**src/hdl/eegdf_pkg.sv**
```systemverilog
package eegdf_pkg;

    localparam int FRAME_BYTES = 33;
    localparam int CHANNELS    = 8;

    localparam int POS_W = 6;
    localparam int CH_W  = 3;

    localparam logic [7:0] HEADER_BYTE = 8'hA0;

    // first position after the last sample group
    localparam logic [POS_W-1:0] SAMPLE_END  = POS_W'(2 + 3 * CHANNELS);
    localparam logic [POS_W-1:0] POS_HEADER  = POS_W'(0);
    localparam logic [POS_W-1:0] POS_COUNTER = POS_W'(1);
    localparam logic [POS_W-1:0] POS_LAST    = POS_W'(FRAME_BYTES - 1);
    localparam logic [CH_W-1:0]  LAST_CH     = CH_W'(CHANNELS - 1);

    // byte phase inside one 3-byte sample group
    localparam logic [1:0] PH_HIGH = 2'd0;
    localparam logic [1:0] PH_MID  = 2'd1;
    localparam logic [1:0] PH_LOW  = 2'd2;

    typedef struct packed {
        logic [CH_W-1:0]    chan_id;
        logic signed [23:0] sample_value;
        logic [7:0]         sample_number;
        logic               header_bad;
        logic               sample_lost;
        logic               last_of_frame;
    } result_t;

endpackage

```
**src/hdl/eeg_packet_deframer_24bit_unit.sv**
```systemverilog
// channel   dir  signals                     contents
// s_*       in   tvalid tready tdata[7:0]    rx_byte
// m_*       out  tvalid tready tdata[39:0]   chan_id, sample_value, sample_number
//                tuser[1:0] tlast            header_bad, sample_lost / last_of_frame
// cfg_*     in   wr_en wr_data[7:0]          counter_wrap
//
// One byte per cycle unless a byte that completes a sample waits on a stalled output; a byte
// passes the input register and the framing logic, and its result then goes to the result register.
// Reset expects a header byte, counter_wrap = 255, no previous counter.
// A stalled output holds only bytes that complete a sample; other bytes keep flowing.
module eeg_packet_deframer_24bit_unit
    import eegdf_pkg::*;
(
    input  logic        clk,
    input  logic        rst_n,
    input  logic        cfg_wr_en,
    input  logic [7:0]  cfg_wr_data,
    input  logic        s_tvalid,
    output logic        s_tready,
    input  logic [7:0]  s_tdata,   // [7:0] rx_byte
    output logic        m_tvalid,
    input  logic        m_tready,
    output logic [39:0] m_tdata,   // [2:0] chan_id, [26:3] sample_value,
                                   // [34:27] sample_number, [39:35] zero
    output logic [1:0]  m_tuser,   // [0] header_bad, [1] sample_lost
    output logic        m_tlast    // last_of_frame
);

    logic       advance;
    logic       byte_valid;
    logic [7:0] byte_data;
    logic       out_free;
    logic       res_load;
    result_t    res;

    eegdf_in_stage u_in (
        .clk        (clk),
        .rst_n      (rst_n),
        .s_tvalid   (s_tvalid),
        .s_tready   (s_tready),
        .s_tdata    (s_tdata),
        .advance    (advance),
        .byte_valid (byte_valid),
        .byte_data  (byte_data)
    );

    eegdf_parser u_parse (
        .clk         (clk),
        .rst_n       (rst_n),
        .cfg_wr_en   (cfg_wr_en),
        .cfg_wr_data (cfg_wr_data),
        .byte_valid  (byte_valid),
        .byte_data   (byte_data),
        .out_free    (out_free),
        .advance     (advance),
        .res_load    (res_load),
        .res         (res)
    );

    eegdf_out_reg u_out (
        .clk      (clk),
        .rst_n    (rst_n),
        .res_load (res_load),
        .res      (res),
        .out_free (out_free),
        .m_tvalid (m_tvalid),
        .m_tready (m_tready),
        .m_tdata  (m_tdata),
        .m_tuser  (m_tuser),
        .m_tlast  (m_tlast)
    );

endmodule

```
**src/hdl/eegdf_in_stage.sv**
```systemverilog
module eegdf_in_stage
    import eegdf_pkg::*;
(
    input  logic       clk,
    input  logic       rst_n,
    input  logic       s_tvalid,
    output logic       s_tready,
    input  logic [7:0] s_tdata,
    input  logic       advance,
    output logic       byte_valid,
    output logic [7:0] byte_data
);

    logic       valid_reg, valid_next;
    logic [7:0] data_reg, data_next;

    assign s_tready = !valid_reg || advance;

    always_comb
    begin
        valid_next = valid_reg;
        data_next  = data_reg;
        if (s_tready)
        begin
            valid_next = s_tvalid;
            if (s_tvalid)
            begin
                data_next = s_tdata;
            end
        end
    end

    always_ff @(posedge clk or negedge rst_n)
    begin
        if (!rst_n)
        begin
            valid_reg <= 1'b0;
        end
        else
        begin
            valid_reg <= valid_next;
        end
    end

    always_ff @(posedge clk)
    begin
        data_reg <= data_next;
    end

    assign byte_valid = valid_reg;
    assign byte_data  = data_reg;

endmodule

```
**src/hdl/eegdf_parser.sv**
```systemverilog
module eegdf_parser
    import eegdf_pkg::*;
(
    input  logic       clk,
    input  logic       rst_n,
    input  logic       cfg_wr_en,
    input  logic [7:0] cfg_wr_data,
    input  logic       byte_valid,
    input  logic [7:0] byte_data,
    input  logic       out_free,
    output logic       advance,
    output logic       res_load,
    output result_t    res
);

    logic [7:0]      wrap_reg, wrap_next;
    logic [POS_W-1:0] pos_reg, pos_next;
    logic [1:0]      phase_reg, phase_next;
    logic [15:0]     asm_reg, asm_next;
    logic [CH_W-1:0] ch_reg, ch_next;
    logic [7:0]      cnt_reg, cnt_next;
    logic            have_prev_reg, have_prev_next;
    logic            hdr_err_reg, hdr_err_next;
    logic            lost_reg, lost_next;

    logic       in_samples;
    logic       emits;
    logic [7:0] expect_cnt;

    assign in_samples = (pos_reg > POS_COUNTER) && (pos_reg < SAMPLE_END);
    assign emits      = in_samples && (phase_reg == PH_LOW);
    assign advance    = byte_valid && (!emits || out_free);
    assign res_load   = advance && emits;
    assign expect_cnt = (cnt_reg == wrap_reg) ? 8'd0 : cnt_reg + 8'd1;

    assign res.chan_id       = ch_reg;
    assign res.sample_value  = {asm_reg, byte_data};
    assign res.sample_number = cnt_reg;
    assign res.header_bad    = hdr_err_reg;
    assign res.sample_lost   = lost_reg;
    assign res.last_of_frame = (ch_reg == LAST_CH);

    always_comb
    begin
        wrap_next      = cfg_wr_en ? cfg_wr_data : wrap_reg;
        pos_next       = pos_reg;
        phase_next     = phase_reg;
        asm_next       = asm_reg;
        ch_next        = ch_reg;
        cnt_next       = cnt_reg;
        have_prev_next = have_prev_reg;
        hdr_err_next   = hdr_err_reg;
        lost_next      = lost_reg;
        if (advance)
        begin
            pos_next = (pos_reg == POS_LAST) ? POS_HEADER : pos_reg + POS_W'(1);
            if (pos_reg == POS_HEADER)
            begin
                hdr_err_next = (byte_data != HEADER_BYTE);
                ch_next      = '0;
                phase_next   = PH_HIGH;
            end
            else if (pos_reg == POS_COUNTER)
            begin
                lost_next      = have_prev_reg && (byte_data != expect_cnt);
                cnt_next       = byte_data;
                have_prev_next = 1'b1;
                ch_next        = '0;
                phase_next     = PH_HIGH;
            end
            else if (in_samples)
            begin
                asm_next = {asm_reg[7:0], byte_data};
                if (phase_reg == PH_LOW)
                begin
                    phase_next = PH_HIGH;
                    ch_next    = ch_reg + CH_W'(1);
                end
                else
                begin
                    phase_next = phase_reg + 2'd1;
                end
            end
        end
    end

    always_ff @(posedge clk or negedge rst_n)
    begin
        if (!rst_n)
        begin
            wrap_reg      <= 8'hFF;
            pos_reg       <= POS_HEADER;
            phase_reg     <= PH_HIGH;
            ch_reg        <= '0;
            cnt_reg       <= '0;
            have_prev_reg <= 1'b0;
            hdr_err_reg   <= 1'b0;
            lost_reg      <= 1'b0;
        end
        else
        begin
            wrap_reg      <= wrap_next;
            pos_reg       <= pos_next;
            phase_reg     <= phase_next;
            ch_reg        <= ch_next;
            cnt_reg       <= cnt_next;
            have_prev_reg <= have_prev_next;
            hdr_err_reg   <= hdr_err_next;
            lost_reg      <= lost_next;
        end
    end

    // only the two older bytes of a group are kept
    always_ff @(posedge clk)
    begin
        asm_reg <= asm_next;
    end

endmodule

```
**src/hdl/eegdf_out_reg.sv**
```systemverilog
module eegdf_out_reg
    import eegdf_pkg::*;
(
    input  logic        clk,
    input  logic        rst_n,
    input  logic        res_load,
    input  result_t     res,
    output logic        out_free,
    output logic        m_tvalid,
    input  logic        m_tready,
    output logic [39:0] m_tdata,
    output logic [1:0]  m_tuser,
    output logic        m_tlast
);

    logic    valid_reg, valid_next;
    result_t res_reg, res_next;

    assign out_free = !valid_reg || m_tready;

    always_comb
    begin
        valid_next = valid_reg;
        res_next   = res_reg;
        if (res_load)
        begin
            valid_next = 1'b1;
            res_next   = res;
        end
        else if (m_tready)
        begin
            valid_next = 1'b0;
        end
    end

    always_ff @(posedge clk or negedge rst_n)
    begin
        if (!rst_n)
        begin
            valid_reg <= 1'b0;
        end
        else
        begin
            valid_reg <= valid_next;
        end
    end

    always_ff @(posedge clk)
    begin
        res_reg <= res_next;
    end

    assign m_tvalid = valid_reg;
    assign m_tdata  = {5'd0, res_reg.sample_number, res_reg.sample_value,
                       res_reg.chan_id};
    assign m_tuser  = {res_reg.sample_lost, res_reg.header_bad};
    assign m_tlast  = res_reg.last_of_frame;

endmodule

```
**config.mk**
```make
export PLATFORM = sky130hd
export DESIGN_NAME = eeg_packet_deframer_24bit_unit
export DESIGN_NICKNAME = d
export VERILOG_FILES = /design/src/hdl/eegdf_pkg.sv /design/src/hdl/eeg_packet_deframer_24bit_unit.sv /design/src/hdl/eegdf_in_stage.sv /design/src/hdl/eegdf_parser.sv /design/src/hdl/eegdf_out_reg.sv
export SDC_FILE = /design/constraint.sdc
export NUM_CORES = 1
export LEC_CHECK = 0
export ABC_CLOCK_PERIOD_IN_PS = 3400
export BUFFER_PORTS_ARGS = -buffer_cell sky130_fd_sc_hd__buf_2
export CAP_MARGIN = 20
export CORE_UTILIZATION = 50
export CTS_BUF_LIST = sky130_fd_sc_hd__clkbuf_4 sky130_fd_sc_hd__clkbuf_8
export CTS_CLUSTER_DIAMETER = 80
export CTS_CLUSTER_SIZE = 12
export DETAILED_ROUTE_END_ITERATION = 8
export PLACE_DENSITY = 0.72
export SETUP_SLACK_MARGIN = 0.1
export SYNTH_ARGS = -nofsm -noshare
export SYNTH_HDL_FRONTEND = slang
export SYNTH_SLANG_ARGS = --single-unit
```
**constraint.sdc**
```tcl
create_clock -name clk -period 3.4 [get_ports clk]
set_input_delay 0.17 -clock clk [delete_from_list [all_inputs] [get_ports clk]]
set_output_delay 0.17 -clock clk [all_outputs]
set_load 0.01 [all_outputs]
```
* Word-level counts from Yosys, hierarchy flattened
Cells that the tools add are included.
** Word-level totals
- Register bits :: 94
- Input port bits :: 21
- Word-level logic and storage cells :: 66
** Operators by class
- $add $sub $neg :: 4
- $lt $le $gt $ge :: 2
- Eq/ne operators :: 7
- Muxes and demuxes :: 12
- Bitwise logic cells :: 2
- Reduce and logical (&&, ||, !) cells :: 21
** Operator list (number)
- two-way mux 3 bit :: 4
- adder 8 x 1 -> 8 bit (second input constant) :: 1
- equality test 8 bit :: 1
- two-way mux 2 bit :: 4
- two-way mux 8 bit :: 1
- != test 8 bit :: 1
- != test 8 bit (second input constant) :: 1
- adder 6 x 1 -> 6 bit (second input constant) :: 1
- equality test 6 x 1 -> 1 bit (second input constant) :: 1
- equality test 6 bit (second input constant) :: 1
- > comparator 6 x 1 -> 1 bit (second input constant) :: 1
- logical NOT 6 bit :: 1
- less-than comparator 6 x 5 -> 1 bit (second input constant) :: 1
- two-way mux 6 bit :: 1
- AND reduction 2 bit :: 3
- AND reduction 3 bit :: 2
- nonzero test 3 bit :: 2
- logical AND 1 bit :: 5
- AND reduction 4 bit :: 1
- adder 3 x 1 -> 3 bit (second input constant) :: 1
- equality test 3 bit (second input constant) :: 1
- logical NOT 1 bit :: 3
- logical OR 1 bit :: 3
- adder 2 x 1 -> 2 bit (second input constant) :: 1
- 4 further kinds :: 6

* Logic depth before layout (Yosys ltp)
- Word-level depth :: 8
- Depth in mapped cells :: 7

* Cells and area by module
A second synthesis with hierarchy kept.
** Unflattened totals
- Cell total of the unflattened synthesis :: 263
- Area total of the unflattened synthesis :: 3983.8 um2
** By module, submodules not included
- eegdf_parser :: times used 1, cells an instance 204, area an instance 2459.9 um2, sequential area each 1241.2 um2
- eegdf_out_reg :: times used 1, cells an instance 47, area an instance 1229.9 um2, sequential area each 1166.1 um2
- eegdf_in_stage :: times used 1, cells an instance 12, area an instance 294.0 um2, sequential area each 265.3 um2

* Worst setup path after synthesis
No wires, ideal clock.
- Path type :: register -> register
- Start :: reg u_parse.pos_reg[2]
- End :: reg u_parse.asm_reg[0], enable pin
- Library setup time :: 0.409 ns
- Arrival time :: 2.300 ns
- Setup slack :: 0.690 ns
- Cell stages (with the launch flop) :: 6
- Buffers on the path :: 0
- Path through :: dfrtp_1 > nor3_2 > o21a_2 > or3_4 > o21ai_2 > nor3_1
** On the way
- Cells in the longest elaborated chain, start to end :: 7
- Elaborated cells on any way between the ends :: 12
- Those cells by class :: order compare (2); eq/ne (1); bitwise (2); reduce/logical (7)
** RTL lines
- from (decl) :: line eegdf_parser.sv:17 : logic [POS_W-1:0] pos_reg, pos_next;
- from (signal assigned) :: line eegdf_parser.sv:103 : pos_reg <= pos_next;
- > comparator 6 x 1 -> 1 bit or less-than comparator 6 x 5 -> 1 bit (tied branches) :: line eegdf_parser.sv:30 : assign in_samples = (pos_reg > POS_COUNTER) && (pos_reg < SAMPLE_END);
- logical AND 1 bit :: line eegdf_parser.sv:30
- logical AND 1 bit :: line eegdf_parser.sv:31 : assign emits = in_samples && (phase_reg == PH_LOW);
- logical NOT 1 bit :: line eegdf_parser.sv:32 : assign advance = byte_valid && (!emits || out_free);
- logical OR 1 bit :: line eegdf_parser.sv:32
- logical AND 1 bit :: line eegdf_parser.sv:32
- AND reduction 4 bit (no source line) (*)
- to (signal assigned) :: line eegdf_parser.sv:116 : asm_reg <= asm_next;
- to (decl) :: line eegdf_parser.sv:19 : logic [15:0] asm_reg, asm_next;
Mark *: on every way between the ends. The rest lies on a longest branch, timed or not.
A chain may end at the register's enable or synchronous reset.

* Final worst setup path
- Start :: reg u_parse.pos_reg[0]
- End :: reg u_out.res_reg, in the netlist u_out.m_tdata[18], enable pin
** On the way
- Cells in the longest elaborated chain, start to end :: 7
- Elaborated cells on any way between the ends :: 8
- Those cells by class :: order compare (2); reduce/logical (6)
** RTL lines
- > comparator 6 x 1 -> 1 bit or less-than comparator 6 x 5 -> 1 bit (tied branches) :: line eegdf_parser.sv:30
- logical AND 1 bit (*) :: line eegdf_parser.sv:30
- logical AND 1 bit (*) :: line eegdf_parser.sv:31
- logical NOT 1 bit :: line eegdf_parser.sv:32
- logical OR 1 bit :: line eegdf_parser.sv:32
- logical AND 1 bit :: line eegdf_parser.sv:32
- logical AND 1 bit (*) :: line eegdf_parser.sv:33 : assign res_load = advance && emits;
- net res_load :: line eeg_packet_deframer_24bit_unit.sv:33 : logic res_load;
- to (signal assigned) :: line eegdf_out_reg.sv:50 : res_reg <= res_next;
- to (decl) :: line eegdf_out_reg.sv:17 : result_t res_reg, res_next;
The timed path passes the listed nets; every way through them passes the cells marked *.

==> impl_results.rst <==
.. list-table::
   :header-rows: 1

   * - Metric
     - Value
   * - Power per unit of standard cell area
     - a little over 700 mW/mm²
   * - Maximum cell stage delay along the critical path
     - approximately 430 ps
   * - Slew @ Worst Pin
     - 714 ps
   * - Detailed Routing Iterations Pass 1
     - 4
   * - Top cell by count, worst path
     - sky130_fd_sc_hd__inv_1
   * - Maximum operating frequency
     - roughly 0.38 GHz
   * - Area growth syn-to-layout
     - 17.0%
   * - Combined flip-flop and latch cell area
     - around 0.0027 mm²
   * - Half-perimeter wire length of the detailed placement result
     - between 4000 and 5000 µm
   * - Worst-skew pair later-pin latency
     - between 300 and 400 ps
   * - Worst Setup Slack post-DPL
     - ~780 ps
   * - Max-Slew Margin vs Limit
     - 0.524
   * - Number of max-cap violations
     - 0
   * - Total congestion overflow
     - 0
   * - Width of the chip
     - 89.8 µm
   * - Root buffer cell
     - sky130_fd_sc_hd__clkbuf_8
   * - Flip-flop count of the largest register after layout
     - 35
   * - Cell Rows
     - 31
   * - Arrival time of the worst setup path
     - 2630 ps
   * - Maximum level of the CTS H-tree
     - 3
   * - Worst Path Buf+Inv
     - 3
   * - R2r worst-path depth
     - 8
   * - Total DRC errors in the routed layout
     - 0
   * - Antenna viol nets, final
     - 0
   * - Number of placed instances, taps included
     - about 410
   * - Clock skew
     - 10.6 ps
   * - Final number of hold-violating endpoints
     - 0
   * - Critical setup path kind
     - reg2reg
   * - Critical Path Stages
     - 8
   * - Final-layout setup total negative slack
     - 0 ps
   * - Diodes inserted
     - 0
   * - Hold Path Cell Cnt
     - 2
   * - Synth area leader
     - sky130_fd_sc_hd__edfxtp_1
   * - Kind of cell adding the most delay to the critical path
     - simple AND/OR/NAND/NOR gates
   * - Maximum fanout along the worst path
     - 34
   * - Detailed router's first-iteration violation count
     - slightly below 100
   * - Fraction of final layout cells sized beyond drive strength 1
     - 0.348
   * - Total core area
     - 0.00733 mm²
   * - Share of the yosys chip area belonging to registers
     - 0.694
   * - Worst setup path start
     - u_parse.pos_reg[0]$_DFFE_PN0N_
   * - Startpoint kind of the worst setup timing path
     - flip-flop
   * - Largest cells by area after synthesis
     - sky130_fd_sc_hd__edfxtp_1 (48%), sky130_fd_sc_hd__dfrtp_1 (16%), sky130_fd_sc_hd__dfstp_2 (5.5%)
   * - Mean cell area of the mapped netlist
     - between 15 and 20 µm²
   * - Post-route worst setup slack
     - 782 ps
   * - Leak
     - ~1.8 nW
   * - Post-layout net count
     - 355
   * - Detailed Route WL
     - between 6000 and 7000 µm
   * - Min-delay worst type
     - in2reg
   * - Total area of multi-input combinational cells
     - 0.00110 mm²
   * - Full die area
     - approximately 0.008 mm²
   * - Non-Filler Cell Area, Final
     - around 0.0045 mm²
   * - Unrepaired setup endpoints after global routing
     - false
   * - Synth unique cells
     - 49
   * - CP Cell Sequence
     - inv_1, ha_1, o21a_2, or3_4, nor2_2, nand3_2, inv_1, buf_4
   * - Filler cell count
     - 602
   * - Fin crit share
     - 0.770
   * - Time the worst path needs with I/O delays and setup
     - 2620 ps
   * - Via count of the first global-routing pass
     - about 2,200
   * - Vias per cell
     - 5.04
   * - Critical hold path startpoint
     - s_tvalid
   * - TritonCTS clock tree
     - built
   * - Master of the slowest instance on the critical path
     - sky130_fd_sc_hd__dfrtp_1
   * - Highest ir drop seen on vdd
     - around 0.00031 V
   * - Floorplan die height
     - 89.8 µm
   * - Initial standard-cell utilization of the core
     - 0.525
   * - Required time worst endpoint
     - between 3000 and 4000 ps
   * - GR Util All Layers
     - 0.170
   * - Total cell area at the placement stage
     - roughly 0.0042 mm²
   * - Average wire per cell in the routed design
     - between 10 and 15 µm
   * - Ys flop type
     - sky130_fd_sc_hd__edfxtp_1
   * - Count of flip-flops with a built-in enable after synthesis
     - 62
   * - Post-Syn Instances
     - between 200 and 300
   * - Layout Cells excl Fill
     - 432
   * - Reg-to-Reg Start
     - u_parse.pos_reg[0]$_DFFE_PN0N_
   * - Area fraction of the dominant cell type after synthesis
     - 0.483
   * - Top cell types by occurrence after synthesis
     - sky130_fd_sc_hd__edfxtp_1 (62), sky130_fd_sc_hd__dfrtp_1 (24), sky130_fd_sc_hd__mux2_2 (17), sky130_fd_sc_hd__xnor2_1 (17), sky130_fd_sc_hd__nand2_1 (14)
   * - Count of pins on the block boundary
     - 66
   * - Clock slew seen by the registers of the worst setup and hold paths
     - around 90 ps
   * - Run status
     - finished, final reports clean
   * - Asr flop ratio synth
     - 0.340
   * - Vias after detailed routing
     - ~2,200
   * - Placer congestion estimate
     - 0.812
   * - Synth warn
     - 0
   * - Final setup viols
     - 0
   * - Crit path capture type
     - flip-flop
   * - Number of buffers added on ports
     - 60
   * - Top-count cell post-synth
     - sky130_fd_sc_hd__edfxtp_1
   * - CTS Buffer Depth
     - 2
   * - Total CTS buffers
     - 9
   * - TritonCTS Sinks
     - 94
   * - Worst hold slack
     - just over 20 ps
   * - Maximum number of pins on one net before global-route repair
     - 35
   * - First-pass GRT wire length
     - between 10,000 and 15,000 µm
   * - Antenna violations before repair
     - 0
   * - FF+latch count, synth
     - 94
   * - Final Max Slew Viols
     - 0
   * - Cell area after synthesis
     - between 0.003 and 0.004 mm²
## repair_timing
item / in CTS / in global routing
buffers inserted: 0 / 0
hold endpoints to repair: 32 / 0
gates resized for setup: 0 / 0
hold buffers: 9 / 0
## layout make-up
type,count,share of cell area
inverter,6,0.00500
timing repair buffer,72,0.0916
sequential,94,0.593
clock inverter,6,0.0100
tap,99,0.0275
clock buffer,10,0.0292
multi-input combinational,145,0.244
## path summary, 6_finish.rpt
kind	end	slack [ps]
min in group asynchronous	u_parse.pos_reg[3]$_DFFE_PN0N_	400
max in group asynchronous	u_parse.pos_reg[4]$_DFFE_PN0N_	2540
setup / recovery	u_out.m_tdata[18]$_DFFE_PP_	780
hold reg to reg	u_out.m_tdata[20]$_DFFE_PP_	420
hold / removal	u_in.byte_valid$_DFFE_PN0P_	20
setup reg to reg	u_out.m_tdata[18]$_DFFE_PP_	780
## metrics by stage
stage / total power [W] / util
floorplan: 0.00239 / -
global placement: 0.00256 / 0.578
detailed placement: 0.00260 / 0.578
CTS: 0.00327 / 0.615
global route: 0.00346 / 0.615
finish: 0.00325 / 0.615
## per-layer routing
| metal | wire length, µm | global-route usage |
|---|---|---|
| met4 | 116 | 0.0833 |
| met2 | 2870 | 0.258 |
| met1 | 2950 | 0.229 |
| met5 | 0 | 0 |
| met3 | 274 | 0.0457 |
## power breakdown
group | switching, W | internal, W
logic | 0.000405 | 0.000383
clock network | 0.000389 | 0.000278
registers | 0.000244 | 0.00155
## cells in the final DEF (no fill, tap or decap), types with 8 or more instances in the layout
cell                            instances
sky130_fd_sc_hd__o21ai_0                8
sky130_fd_sc_hd__xnor2_1               17
sky130_fd_sc_hd__nand2_1               14
sky130_fd_sc_hd__mux2_2                17
sky130_fd_sc_hd__dfstp_2                8
sky130_fd_sc_hd__edfxtp_1              62
sky130_fd_sc_hd__dfrtp_1               24
sky130_fd_sc_hd__nor2_1                10
sky130_fd_sc_hd__dlygate4sd3_1          9
sky130_fd_sc_hd__buf_2                 60
sky130_fd_sc_hd__clkbuf_8               9
## kinds of logic after synthesis
group	count (synthesis)	synth area share
buf+inv	18	0.0263
flops	94	0.694
compound gates	25	0.0478
xor+xnor	24	0.0546
simple gates	61	0.0877
other cells	1	0.000974
fa+ha+maj	6	0.0195
mux	24	0.0692
Power figures use the tool's default switching activity.
